File: config.mk
export PLATFORM = sky130hd
export DESIGN_NAME = touchpad_report_decoder
export DESIGN_NICKNAME = d
export VERILOG_FILES = /design/src/rtl/tprd_pkg.sv /design/src/rtl/tprd_report_decode.sv /design/src/rtl/touchpad_report_decoder.sv
export VERILOG_INCLUDE_DIRS = /design/src /design/src/rtl
export SDC_FILE = /design/constraint.sdc
export NUM_CORES = 1
export LEC_CHECK = 0
export BUFFER_PORTS_ARGS = -buffer_cell sky130_fd_sc_hd__buf_2
export CAP_MARGIN = 20
export CORE_ASPECT_RATIO = 1.25
export CORE_MARGIN = 10
export CORE_UTILIZATION = 25
export DETAILED_ROUTE_END_ITERATION = 10
export HOLD_SLACK_MARGIN = 0.1
export PLACE_DENSITY = 0.46
export SLEW_MARGIN = 10
export SYNTH_ARGS = -nofsm -noshare
export SYNTH_HDL_FRONTEND = slang
export SYNTH_SLANG_ARGS = --single-unit
File: constraint.sdc
create_clock -name clk -period 8.3 [get_ports clk]
set_input_delay 1.66 -clock clk [delete_from_list [all_inputs] [get_ports clk]]
set_output_delay 1.66 -clock clk [all_outputs]
set_load 0.03 [all_outputs]
File: src/rtl/touchpad_report_decoder_macros.svh
// ----------------------------------------------------------------------------
// Touchpad report decoder assertion macros
// Clocked, reset-gated assertion wrappers shared by the RTL.
// ----------------------------------------------------------------------------
`ifndef TOUCHPAD_REPORT_DECODER_MACROS_SVH
`define TOUCHPAD_REPORT_DECODER_MACROS_SVH

// Same-cycle implication on clk, off while rst_n is low.
`define TPRD_ASSERT_NOW(label, ante, cons, msg) \
    label: assert property (@(posedge clk) disable iff (!rst_n) (ante) |-> (cons)) \
        else $error(msg);

// Next-cycle implication on clk, off while rst_n is low.
`define TPRD_ASSERT_NEXT(label, ante, cons, msg) \
    label: assert property (@(posedge clk) disable iff (!rst_n) (ante) |=> (cons)) \
        else $error(msg);

`endif

File: src/rtl/tprd_pkg.sv
// ----------------------------------------------------------------------------
// Touchpad report decoder package
// Shared types, byte constants and the packet header test.
// ----------------------------------------------------------------------------
package tprd_pkg;

    localparam logic [7:0] HDR_MASK_A    = 8'hc8;
    localparam logic [7:0] HDR_VAL_A     = 8'h08;
    localparam logic [7:0] HDR_MASK_B    = 8'hf8;
    localparam logic [7:0] BYTE_ALL_ONES = 8'hff;

    // packet type bits, byte 0 bits 5:4
    localparam logic [1:0] TYPE_DROP      = 2'd1;
    localparam logic [1:0] TYPE_NO_SECOND = 2'd2;

    localparam logic [2:0] PKT_LAST_POS  = 3'd7;
    localparam logic [1:0] SLOT_LAST     = 2'd3;
    localparam logic [3:0] FINGERS_LIMIT = 4'd2;

    typedef logic [15:0][7:0] report_bytes_t;
    typedef logic [3:0][11:0] coord_array_t;

    typedef struct packed {
        logic        valid;
        logic [11:0] x;
        logic [11:0] y;
    } finger_t;

    typedef struct packed {
        finger_t [3:0] fingers;
        logic          left;
        logic          right;
    } report_t;

    function automatic logic header_ok(input logic [7:0] b);
        header_ok = ((b & HDR_MASK_A) == HDR_VAL_A) || ((b & HDR_MASK_B) == HDR_MASK_B);
    endfunction

endpackage

File: src/rtl/tprd_report_decode.sv
// ----------------------------------------------------------------------------
// Touchpad report field decode
// Splits a 16-byte report into four finger slots and the drop decision.
// ----------------------------------------------------------------------------
module tprd_report_decode (
    input  tprd_pkg::report_bytes_t report_bytes,
    input  tprd_pkg::coord_array_t  held_x,
    input  tprd_pkg::coord_array_t  held_y,
    output logic                    keep,
    output tprd_pkg::report_t       rpt
);
    import tprd_pkg::*;

    logic hdr_all_ones;

    always_comb
    begin
        hdr_all_ones = (report_bytes[0] == BYTE_ALL_ONES) && (report_bytes[1] == BYTE_ALL_ONES)
                    && (report_bytes[2] == BYTE_ALL_ONES) && (report_bytes[3] == BYTE_ALL_ONES);
        keep = !hdr_all_ones && (report_bytes[0][5:4] != TYPE_DROP);
        rpt.left  = report_bytes[0][0];
        rpt.right = report_bytes[0][1];
        for (int i = 0; i < 4; i++)
        begin
            // slot i occupies bytes 4i+1 .. 4i+3; all ones means no touch
            rpt.fingers[i].valid = !((report_bytes[4*i+1] == BYTE_ALL_ONES)
                                  && (report_bytes[4*i+2] == BYTE_ALL_ONES)
                                  && (report_bytes[4*i+3] == BYTE_ALL_ONES));
            if (rpt.fingers[i].valid)
            begin
                rpt.fingers[i].x = {report_bytes[4*i+1], report_bytes[4*i+3][7:4]};
                rpt.fingers[i].y = {report_bytes[4*i+2], report_bytes[4*i+3][3:0]};
            end
            else
            begin
                rpt.fingers[i].x = held_x[i];
                rpt.fingers[i].y = held_y[i];
            end
        end
    end

endmodule

File: src/rtl/touchpad_report_decoder.sv
// ----------------------------------------------------------------------------
// Touchpad report decoder
// Frames the touchpad byte stream into reports and emits finger results.
// ----------------------------------------------------------------------------
// Usage:
//   Input channel (in_valid/in_ready): one beat per received byte, with
//   resync=1 dropping any partial packet. Bytes before a valid header are
//   discarded; eight bytes make a packet, one or two packets a report.
//   Output channel (out_valid/out_ready): each kept report gives four beats,
//   finger slots 0..3, last_of_report set on slot 3.
//   Latency: the first beat of a report is offered the cycle after the byte
//   that completes it is accepted; the beats go one per cycle unless stalled.
//   Throughput: one byte per cycle. Any beat, resync included, is held off
//   only when the packet is one byte short of complete while the previous
//   report still has beats pending; the single report buffer sets that limit.
//   While the receiver stalls, the current beat holds and non-completing
//   bytes are still taken.
//   Reset clears framing, the second-half flag, held coordinates and the
//   output buffer; stored report bytes are not cleared.
// ----------------------------------------------------------------------------
`include "touchpad_report_decoder_macros.svh"

module touchpad_report_decoder (
    input  logic        clk,
    input  logic        rst_n,
    input  logic        in_valid,
    output logic        in_ready,
    input  logic [7:0]  rx_byte,
    input  logic        resync,
    output logic        out_valid,
    input  logic        out_ready,
    output logic [1:0]  finger_index,
    output logic        finger_valid,
    output logic [11:0] pos_x,
    output logic [11:0] pos_y,
    output logic        left_button,
    output logic        right_button,
    output logic        last_of_report
);
    import tprd_pkg::*;

    // framing state
    logic [2:0]    byte_pos_reg;
    logic          awaiting_reg;
    report_bytes_t store_reg;

    // held coordinates per slot
    coord_array_t  held_x_reg;
    coord_array_t  held_y_reg;

    // report buffer feeding the output beats
    report_t       rpt_reg;
    logic          rpt_valid_reg;
    logic [1:0]    slot_reg;

    logic          in_fire;
    logic          out_fire;
    logic          last_fire;
    logic          byte_used;
    logic          pkt_done;
    logic [3:0]    wr_addr;
    report_bytes_t eff_bytes;
    logic [3:0]    finger_cnt;
    logic          go_second;
    logic          keep;
    logic          emit;
    report_t       rpt_next;

    logic [2:0]    byte_pos_next;
    logic          awaiting_next;

    assign out_fire  = out_valid && out_ready;
    assign last_fire = out_fire && (slot_reg == SLOT_LAST);

    // Only a packet-completing byte needs the report buffer.
    assign in_ready = !rpt_valid_reg || (byte_pos_reg != PKT_LAST_POS) || last_fire;
    assign in_fire  = in_valid && in_ready;

    // header test only at the start of a packet
    assign byte_used = in_fire && !resync && ((byte_pos_reg != 3'd0) || header_ok(rx_byte));
    assign pkt_done  = byte_used && (byte_pos_reg == PKT_LAST_POS);
    assign wr_addr   = {awaiting_reg, byte_pos_reg};

    // Report as it stands after this byte; a one-packet report reads the
    // second half as all ones.
    always_comb
    begin
        eff_bytes          = store_reg;
        eff_bytes[wr_addr] = rx_byte;
        if (!awaiting_reg)
        begin
            for (int k = 8; k < 16; k++)
            begin
                eff_bytes[k] = BYTE_ALL_ONES;
            end
        end
    end

    // finger count from byte 4: bits 1:0 plus bits 5:4 weighted by four
    assign finger_cnt = {2'b00, eff_bytes[4][1:0]} + {eff_bytes[4][5:4], 2'b00};

    assign go_second = !awaiting_reg && (finger_cnt > FINGERS_LIMIT)
                    && (eff_bytes[0] != BYTE_ALL_ONES) && (eff_bytes[1] != BYTE_ALL_ONES)
                    && (eff_bytes[2] != BYTE_ALL_ONES) && (eff_bytes[3] != BYTE_ALL_ONES)
                    && (eff_bytes[0][5:4] != TYPE_NO_SECOND);

    tprd_report_decode u_decode (
        .report_bytes (eff_bytes),
        .held_x       (held_x_reg),
        .held_y       (held_y_reg),
        .keep         (keep),
        .rpt          (rpt_next)
    );

    assign emit = pkt_done && !go_second && keep;

    always_comb
    begin
        byte_pos_next = byte_pos_reg;
        awaiting_next = awaiting_reg;
        if (in_fire && resync)
        begin
            byte_pos_next = 3'd0;
        end
        else if (byte_used)
        begin
            byte_pos_next = byte_pos_reg + 3'd1;
        end
        if (pkt_done)
        begin
            awaiting_next = go_second;
        end
    end

    // report bytes: payload, no reset
    always_ff @(posedge clk)
    begin
        if (byte_used)
        begin
            store_reg[wr_addr] <= rx_byte;
        end
    end

    always_ff @(posedge clk or negedge rst_n)
    begin
        if (!rst_n)
        begin
            byte_pos_reg  <= 3'd0;
            awaiting_reg  <= 1'b0;
            held_x_reg    <= '0;
            held_y_reg    <= '0;
            rpt_valid_reg <= 1'b0;
            slot_reg      <= 2'd0;
        end
        else
        begin
            byte_pos_reg <= byte_pos_next;
            awaiting_reg <= awaiting_next;
            if (emit)
            begin
                for (int i = 0; i < 4; i++)
                begin
                    held_x_reg[i] <= rpt_next.fingers[i].x;
                    held_y_reg[i] <= rpt_next.fingers[i].y;
                end
            end
            if (emit)
            begin
                rpt_valid_reg <= 1'b1;
            end
            else if (last_fire)
            begin
                rpt_valid_reg <= 1'b0;
            end
            if (out_fire)
            begin
                slot_reg <= slot_reg + 2'd1;
            end
        end
    end

    always_ff @(posedge clk)
    begin
        if (emit)
        begin
            rpt_reg <= rpt_next;
        end
    end

    // output beats walk the buffered slots
    assign out_valid      = rpt_valid_reg;
    assign finger_index   = slot_reg;
    assign finger_valid   = rpt_reg.fingers[slot_reg].valid;
    assign pos_x          = rpt_reg.fingers[slot_reg].x;
    assign pos_y          = rpt_reg.fingers[slot_reg].y;
    assign left_button    = rpt_reg.left;
    assign right_button   = rpt_reg.right;
    assign last_of_report = (slot_reg == SLOT_LAST);

    // a completing byte never overruns a report still being sent
    `TPRD_ASSERT_NOW(a_no_overrun, pkt_done, !rpt_valid_reg || last_fire, "report buffer overrun")
    // slot counter only moves while a report is pending
    `TPRD_ASSERT_NOW(a_slot_idle, !rpt_valid_reg, slot_reg == 2'd0, "slot moved without report")
    // a kept report is offered on the next cycle starting at slot 0
    `TPRD_ASSERT_NEXT(a_emit_start, emit, out_valid && (finger_index == 2'd0),
        "report not offered after completion")

endmodule
==> results of run 1 <==
worst paths after layout:
check	cells past startpoint	slack [ns]	startpoint	end
setup reg to reg	10	4.05	awaiting_reg	held_y_reg[5]
max in group asynchronous	2	5.78	rst_n	finger_index[0]
hold reg to reg	2	0.47	held_x_reg[12]	held_x_reg[12]
hold / removal	2	0.47	held_x_reg[12]	held_x_reg[12]
min in group asynchronous	1	1.15	rst_n	held_x_reg[30]
setup / recovery	8	3.70	rx_byte[7]	rpt_reg[81]
critical path, stage by stage:
cell	delay [ns]
buf_2	0.38
and4_1	0.33
o21ai_0	0.11
a31o_2	0.33
nor3_1	0.43
nand4_4	0.16
inv_4	0.63
buf_4	0.61
report_power, final:
group          internal [uW]  leakage [uW]  switching [uW]
Combinational            341       0.00262             623
Clock                    824      0.000505             608
Sequential              1830       0.00330            46.7
synthesized netlist by cell type, types with 24 or more instances:
cell / number
inv_1: 62
mux2i_1: 57
mux2_2: 84
a21oi_1: 37
a2bb2oi_1: 30
edfxtp_1: 210
nand2_1: 41
nor2_1: 82
mux4_2: 25
o21a_1: 42
buf_2: 24
dfrtp_1: 103
clkbuf_1: 33
o31ai_1: 24
placed cells by master, fill, tap and decap left out, types with 6 or more instances in the layout:
master / netlist / layout
nor2_1: 82 / 80
clkbuf_1: 33 / 11
o31ai_1: 24 / 24
mux4_2: 25 / 25
o21ai_0: 6 / 6
mux2i_1: 57 / 57
o21a_1: 42 / 42
buf_4: 1 / 23
ha_1: 6 / 6
or2_2: 11 / 11
a21oi_1: 37 / 37
clkbuf_16: 0 / 35
inv_1: 62 / 61
a2bb2oi_1: 30 / 30
nand3b_1: 6 / 6
dfrtp_1: 103 / 101
nor4_1: 6 / 6
nor3_1: 6 / 6
mux2_2: 84 / 84
nand4_1: 15 / 15
buf_2: 24 / 43
nand2_1: 41 / 41
o22a_1: 11 / 11
edfxtp_1: 210 / 210
nand3_1: 21 / 21
kinds of logic (layout without fill, tap and decap cells):
kind of cell,after synthesis,count (layout),share of synthesized area [%]
DFF,313,313,63.5
and+or+nand+nor,214,214,7.86
muxes,169,169,15.2
AOI/OAI and AO/OA,162,162,8.42
buffers and inverters,133,188,4.37
adders and majority gates,6,6,0.537
xor gates and xnor gates,2,2,0.125
through the flow:
step | power, uW | cell area (um2) | std cells | utilization, %
after floorplan | 2590 | 14000 | 999 | -
after global placement | 2900 | 14900 | 1729 | 27.1
after detailed placement | 2900 | 14900 | 1729 | 27.1
after CTS | 4350 | 16000 | 1789 | 29.0
after global routing | 4480 | 16000 | 1789 | 29.0
final | 4280 | 16000 | 1789 | 29.0
metal layers:
metal	up-vias	wire length, um
met4	0	826
met5	-	0
li1	3772	-
met2	125	19000
met3	42	1160
met1	4205	17300
final cells by class:
class                   instances  area [um2]
clock buffers                  48         945
clock inverters                12        82.6
fillers                      5525       39200
inverters                      62         235
multi-input cells             553        4520
flip-flops and latches        313        8890
well taps                     735         920
repair buffers                 66         388
==> flow_metrics.env, run 1 <==
export IMPL_status="complete, no violations"
export IMPL_vias=8144
export IMPL_max_freq_mhz=217
export IMPL_grt_util_met1_pct=14.8
export IMPL_dr_first_iter_drc_count=533
export IMPL_synthCells=999
export IMPL_final_max_slew_violation_count=0
export IMPL_finalCriticalPeriod_ns=4.60
export IMPL_via_per_inst=4.55
export IMPL_met3_usage_pct=1.45
export IMPL_ys_ff_latch=313
export IMPL_netlist_cell_type_count=56
export IMPL_yosys_warnings=0
export IMPL_ctsHoldBuffers=0
export IMPL_pre_cts_ws_ns=3.10
export IMPL_syn_nets=1018
export IMPL_yosysSeqAreaShare_pct=63.5
export IMPL_hold_viol_final=0
export IMPL_crit_fanout=60
export IMPL_fin_ws_ns=3.70
export IMPL_path_class="input port to flop"
export IMPL_cts_made_buffers=34
export IMPL_synth_top_area_share_pct=45.1
export IMPL_portBuffers=44
export IMPL_drive_gt1_share_pct=23.6
export IMPL_synthArstFlopShare_pct=32.9
export IMPL_clkTransAtPathRegs_ns=0.06
export IMPL_die_area_um2=65900
export IMPL_skew_ns=0.0185
export IMPL_fin_hold_ws_ns=0.474
export IMPL_fp_dieH_um=284
export IMPL_crit_arrival_ns=4.75
export IMPL_cts_buffer_depth=3
export IMPL_cts_resized=0
export IMPL_synth_area_leaders="edfxtp_1 (45%), dfrtp_1 (18%), mux2_2 (6.8%)"
export IMPL_startpoint_type="input port"
export IMPL_diodes=0
export IMPL_grt_overflow_total=0
export IMPL_grt_pass1_wl_um=57100
export IMPL_gp_congestion=0.780
export IMPL_period_share_pct=55.5
export IMPL_final_nets=1049
export IMPL_rsz0062_at_grt="false"
export IMPL_largest_reg_flops=108
export IMPL_fin_setup_tns_ns=0
export IMPL_post_cts_buffers=0
export IMPL_netlist_area_um2=14000
export IMPL_area_growth_pct=14.2
export IMPL_synth_ff_type="edfxtp_1"
export IMPL_grt_max_degree=65
export IMPL_power_leakage_uw=0.00643
export IMPL_power_density_nw_per_um2=268
export IMPL_tightest_slew_ns=0.942
export IMPL_crit_path_end_kind="flop"
export IMPL_grt_pass1_vias=8350
export IMPL_cts_root_buf="clkbuf_16"
export IMPL_peakVddDrop_v=0.000156
export IMPL_syn_avg_cell_area_um2=14.0
export IMPL_htree_num_levels=2
export IMPL_finalSetupViolCount=0
export IMPL_hpwl_um=25300
export IMPL_drcViolationCount=0
export IMPL_dr_pass1_iters=4
export IMPL_drt_antenna_violating_nets=0
export IMPL_fp_dieW_um=232
export IMPL_slew_headroom_pct=37.2
export IMPL_io_pins=45
export IMPL_grt_busiest_layer="met2"
export IMPL_cts_sinks=313
export IMPL_synth_edf_count=210
export IMPL_totalWireLength_um=38300
export IMPL_grt_usage_pct=11.4
export IMPL_cts_tree="yes"
export IMPL_core_region_area_um2=55100
export IMPL_antenna_found_initial=1
export IMPL_row_count=96
export IMPL_yosysTopAreaCell="edfxtp_1"
export IMPL_start_util_pct=25.4
export IMPL_wire_per_inst_um=21.4
export IMPL_drv_cap=0
export IMPL_clock_latency_ns=0.52
export IMPL_required_ns=8.44
export IMPL_hp_class="flop to flop"
export IMPL_grt_use_met2_pct=19.4
Power figures use the tool's default switching activity.
==> inputs of run 2 (changes only) <==
==> constraint.sdc (replaced) <==
create_clock -name clk -period 4.4 [get_ports clk]
set_input_delay 0.88 -clock clk [delete_from_list [all_inputs] [get_ports clk]]
set_output_delay 0.88 -clock clk [all_outputs]
set_load 0.03 [all_outputs]
==> run 2 against run 1 <==
Clock skew is 0.0035 ns lower. First-iteration DRC count is 11% lower. Clock power increased by 97%. Utilization is 0.48 points higher. Hold slack lost 0.050 ns. Sequential share of layout area shrank 0.91 points. Routed wire length grew 2.7%. Critical path depth grew 2.
==> flow_metrics.env, run 2 (synthesis results as in run 1) <==
export IMPL_rsz0062_at_grt="false"
export IMPL_io_pins=45
export IMPL_critical_path_top_delay_family="buffers and inverters"
export IMPL_drcViolationCount=0
export IMPL_dr_first_iter_drc_count=475
export IMPL_required_ns=4.83
export IMPL_ctsHoldBuffers=0
export IMPL_skew_ns=0.0150
export IMPL_crit_arrival_ns=4.08
export IMPL_crit_path_end_kind="flop"
export IMPL_mostFrequentLayoutCell="edfxtp_1"
export IMPL_fin_setup_tns_ns=0
export IMPL_postPlaceCellArea_um2=15200
export IMPL_drive_gt1_share_pct=25.6
export IMPL_path_class="flop to flop"
export IMPL_hp_class="input port to asynchronous set/reset pin"
export IMPL_hold_viol_final=0
export IMPL_critical_path_max_stage_delay_ns=0.73
export IMPL_path_cells="buf_4, nand3_1, buf_4, nand4_1, o21ai_0, nand3_1, a211o_1, nor2b_2, buf_4, a2bb2oi_1"
export IMPL_htree_num_levels=2
export IMPL_drt_met1_wl_um=17700
export IMPL_power_leakage_uw=0.00656
export IMPL_post_cts_buffers=0
export IMPL_crit_fanout=24
export IMPL_power_density_nw_per_um2=505
export IMPL_peakVddDrop_v=0.000429
export IMPL_final_core_util_pct=29.5
export IMPL_dr_pass1_iters=5
export IMPL_hpwl_um=25700
export IMPL_cts_made_buffers=34
export IMPL_slowest_stage="dfrtp_2"
export IMPL_grt_max_degree=110
export IMPL_r2r_setup_slack_ns=0.76
export IMPL_cp_common_cell="buf_4"
export IMPL_final_max_slew_violation_count=0
export IMPL_finalCriticalPeriod_ns=3.64
export IMPL_cts_resized=0
export IMPL_max_freq_mhz=275
export IMPL_grt_overflow_total=0
export IMPL_clock_latency_ns=0.53
export IMPL_start_util_pct=25.4
export IMPL_wl_met2_um=19600
export IMPL_cts_sinks=313
export IMPL_final_cells=1813
export IMPL_antenna_found_initial=1
export IMPL_layout_common_cells="edfxtp_1 (210), dfrtp_1 (101), mux2_2 (84)"
export IMPL_clkTransAtPathRegs_ns=0.06
export IMPL_final_area_um2=16200
export IMPL_fp_dieW_um=232
export IMPL_period_share_pct=82.8
export IMPL_slew_headroom_pct=45.6
export IMPL_grt_usage_pct=11.9
export IMPL_core_region_area_um2=55100
export IMPL_row_count=96
export IMPL_p_total_uw=8190
export IMPL_highest_layer="met4"
export IMPL_startpoint_type="flop"
export IMPL_worst_path_buf_inv=3
export IMPL_finalSetupViolCount=0
export IMPL_status="complete, no violations"
export IMPL_fp_dieH_um=284
export IMPL_placedCellCount=1749
export IMPL_cts_buffer_depth=3
export IMPL_via_per_inst=4.60
export IMPL_vias=8343
export IMPL_drv_cap=0
export IMPL_tightest_slew_ns=0.816
export IMPL_grt_pass1_wl_um=59600
export IMPL_wire_per_inst_um=21.7
export IMPL_route_met3_wl_um=1250
export IMPL_cts_tree="yes"
export IMPL_gp_congestion=0.764
export IMPL_grt_pass1_vias=8799
export IMPL_drt_antenna_violating_nets=0
export IMPL_die_area_um2=65900
export IMPL_portBuffers=44
export IMPL_area_growth_pct=16.1
export IMPL_largest_reg_flops=108
export IMPL_totalWireLength_um=39400
export IMPL_cts_root_buf="clkbuf_16"
export IMPL_final_nets=1069
run 2: worst paths after layout:
check / start / end / cells past startpoint
max: awaiting_reg / held_x_reg[41] / 10
min reg2reg: held_y_reg[22] / held_y_reg[22] / 2
max in group asynchronous: rst_n / finger_index[0] / 2
min: rst_n / held_y_reg[41] / 1
min in group clk: held_y_reg[22] / held_y_reg[22] / 2
max reg2reg: awaiting_reg / held_x_reg[41] / 10
run 2: through the flow:
step	hold WS [ns]	worst slack [ns]
after global routing	0.466	0.501
after detailed placement	0.467	0.622
after CTS	0.466	0.640
after floorplan	0.449	0.00120
after global placement	0.460	0.633
final	0.424	0.758
run 2: report_power, final:
part | switching [uW] | internal, uW | leakage, uW
sequential | 98.6 | 3450 | 0.00330
clock | 1200 | 1630 | 0.000529
combinational | 1150 | 668 | 0.00273
total | 2450 | 5750 | 0.00656
run 2: final cells by class:
class,instances,area [um2]
repair buffers,86,588
flip-flops and latches,313,8890
well taps,735,920
diodes,2,5.00
multi-input cells,553,4520
fillers,5529,38900
clock buffers,47,983
clock inverters,15,98.8
inverters,62,236
run 2: routing by layer:
metal / track usage (%) / vias up
li1: - / 3821
met4: 3.34 / 0
met3: 1.55 / 52
met1: 15.6 / 4325
met5: 0 / -
met2: 20.2 / 145
run 2: worst register-to-register path, stage by stage, from the launching register on:
cell and delay (ns):
dfrtp_2 0.73, buf_4 0.40, nand3_1 0.26, buf_4 0.26, nand4_1 0.17, o21ai_0 0.20
nand3_1 0.16, a211o_1 0.55, nor2b_2 0.25, buf_4 0.33, a2bb2oi_1 0.24
==> inputs of run 3 (changes only) <==
--- a/config.mk
+++ b/config.mk
@@ -13,7 +13,7 @@
 export CORE_UTILIZATION = 25
 export DETAILED_ROUTE_END_ITERATION = 10
 export HOLD_SLACK_MARGIN = 0.1
-export PLACE_DENSITY = 0.46
+export PLACE_DENSITY = 0.47
 export SLEW_MARGIN = 10
 export SYNTH_ARGS = -nofsm -noshare
 export SYNTH_HDL_FRONTEND = slang
==> constraint.sdc (replaced) <==
create_clock -name clk -period 3 [get_ports clk]
set_input_delay 0.6 -clock clk [delete_from_list [all_inputs] [get_ports clk]]
set_output_delay 0.6 -clock clk [all_outputs]
set_load 0.03 [all_outputs]
==> run 3 against run 2 <==
Routed wire length grew 2.5%. Clock skew up 0.0017 ns. Flip-flop and latch count did not move. Maximum frequency up 26%. Non-clock buffer count grew 104. Largest cell class unchanged.
==> flow_metrics.env, run 3 (synthesis results as in run 1) <==
export IMPL_cts_buffer_depth=3
export IMPL_path_class="flop to flop"
export IMPL_drv_cap=0
export IMPL_max_freq_mhz=345
export IMPL_diodes=0
export IMPL_status="complete, no violations"
export IMPL_antenna_found_initial=4
export IMPL_clkTransAtPathRegs_ns=0.06
export IMPL_via_per_inst=4.60
export IMPL_largest_reg_flops=108
export IMPL_grt_overflow_total=0
export IMPL_grt_usage_pct=12.0
export IMPL_hold_viol_final=0
export IMPL_hp_class="input port to asynchronous set/reset pin"
export IMPL_rsz0062_at_grt="true"
export IMPL_fp_dieW_um=232
export IMPL_cts_root_buf="clkbuf_16"
export IMPL_mostFrequentLayoutCell="edfxtp_1"
export IMPL_final_nets=1173
export IMPL_final_max_slew_violation_count=0
export IMPL_final_area_um2=17400
export IMPL_wire_per_inst_um=21.1
export IMPL_crit_arrival_ns=3.31
export IMPL_grt_pass1_vias=9048
export IMPL_io_pins=45
export IMPL_row_count=96
export IMPL_finalSetupViolCount=0
export IMPL_htree_num_levels=2
export IMPL_cts_sinks=313
export IMPL_vias=8805
export IMPL_skew_ns=0.0167
export IMPL_crit_path_end_kind="flop"
export IMPL_peakVddDrop_v=0.000800
export IMPL_crit_fanout=8
export IMPL_fin_hold_ws_ns=0.122
export IMPL_period_share_pct=96.5
export IMPL_clock_latency_ns=0.53
export IMPL_power_leakage_uw=0.00717
export IMPL_tightest_slew_ns=0.748
export IMPL_grt_max_degree=57
export IMPL_slew_headroom_pct=50.1
export IMPL_postPlaceCellArea_um2=16000
export IMPL_die_area_um2=65900
export IMPL_cts_tree="yes"
export IMPL_required_ns=3.41
export IMPL_ctsHoldBuffers=0
export IMPL_r2r_setup_slack_ns=0.10
export IMPL_power_density_nw_per_um2=709
export IMPL_dr_pass1_iters=4
export IMPL_gp_congestion=0.771
export IMPL_start_util_pct=25.4
export IMPL_drcViolationCount=0
export IMPL_dr_first_iter_drc_count=570
export IMPL_drt_antenna_violating_nets=0
export IMPL_drive_gt1_share_pct=34.2
export IMPL_startpoint_type="flop"
export IMPL_grt_pass1_wl_um=60100
export IMPL_finalCriticalPeriod_ns=2.90
export IMPL_cts_made_buffers=34
export IMPL_layout_common_cells="edfxtp_1 (210), buf_4 (117), dfrtp_1 (99)"
export IMPL_area_growth_pct=24.7
export IMPL_portBuffers=44
export IMPL_hpwl_um=27200
export IMPL_totalWireLength_um=40300
export IMPL_fp_dieH_um=284
export IMPL_core_region_area_um2=55100
## run 3: final timing paths
| check | startpoint | to | cells after the start |
|---|---|---|---|
| min reg2reg | held_x_reg[23] | held_x_reg[23] | 2 |
| min | rst_n | held_x_reg[6] | 1 |
| max in group asynchronous | rst_n | held_y_reg[21] | 2 |
| max | byte_pos_reg[0] | held_y_reg[29] | 13 |
| min in group clk | in_valid | byte_pos_reg[0] | 2 |
| max reg2reg | byte_pos_reg[0] | held_y_reg[29] | 13 |
## run 3: cell type report
class                      count  area (um2)
clock buffer                  51        1010
sequential                   313        8890
clock inverter                11        90.1
multi-input combinational    553        4670
fill                        5413       37700
inverter                      62         236
tap                          735         920
timing repair buffer         190        1630
## run 3: per-stage QoR
step                      setup slack, ns  std cells  total power (uW)  util [%]  setup TNS, ns
after floorplan                     -1.12        999              7190         -        -149.27
after global placement           -0.00902       1833              8250      29.0        -0.0257
after detailed placement          -0.0601       1833              8270      29.0         -0.218
after CTS                          0.0102       1895             12500      31.0              0
after global routing              -0.0469       1915             12900      31.6          -1.35
final                               0.104       1915             12400      31.6              0
## run 3: per-layer routing
layer	part of all wire (%)	global-route usage (%)	wire length, um
met3	3.5	1.81	1420
met5	0.032	0	13
met4	2.2	3.60	873
met2	51	20.7	20600
met1	43	15.1	17500
## run 3: worst max-delay path: stages (launching register included)
cell and delay, ns:
dfrtp_1 0.41, inv_2 0.08, buf_6 0.10, ha_4 0.13
nor3b_4 0.24, buf_4 0.16, and4_1 0.19, o211a_1 0.16
or4b_4 0.47, nand4_4 0.19, buf_6 0.15, nor2b_4 0.06
buf_8 0.14, mux2_4 0.29
## run 3: repair_timing
action	CTS	global route
setup endpoints to repair	14	226
cloned	0	4
setup buffers	0	17
pin swaps	1	6
gates resized for setup	2	35
## run 3: power by group
part / switching [uW] / total (uW) / internal (uW)
Clock: 1760 / 4180 / 2430
Sequential: 144 / 5210 / 5070
Combinational: 1760 / 2980 / 1220
Total: 3660 / 12400 / 8720
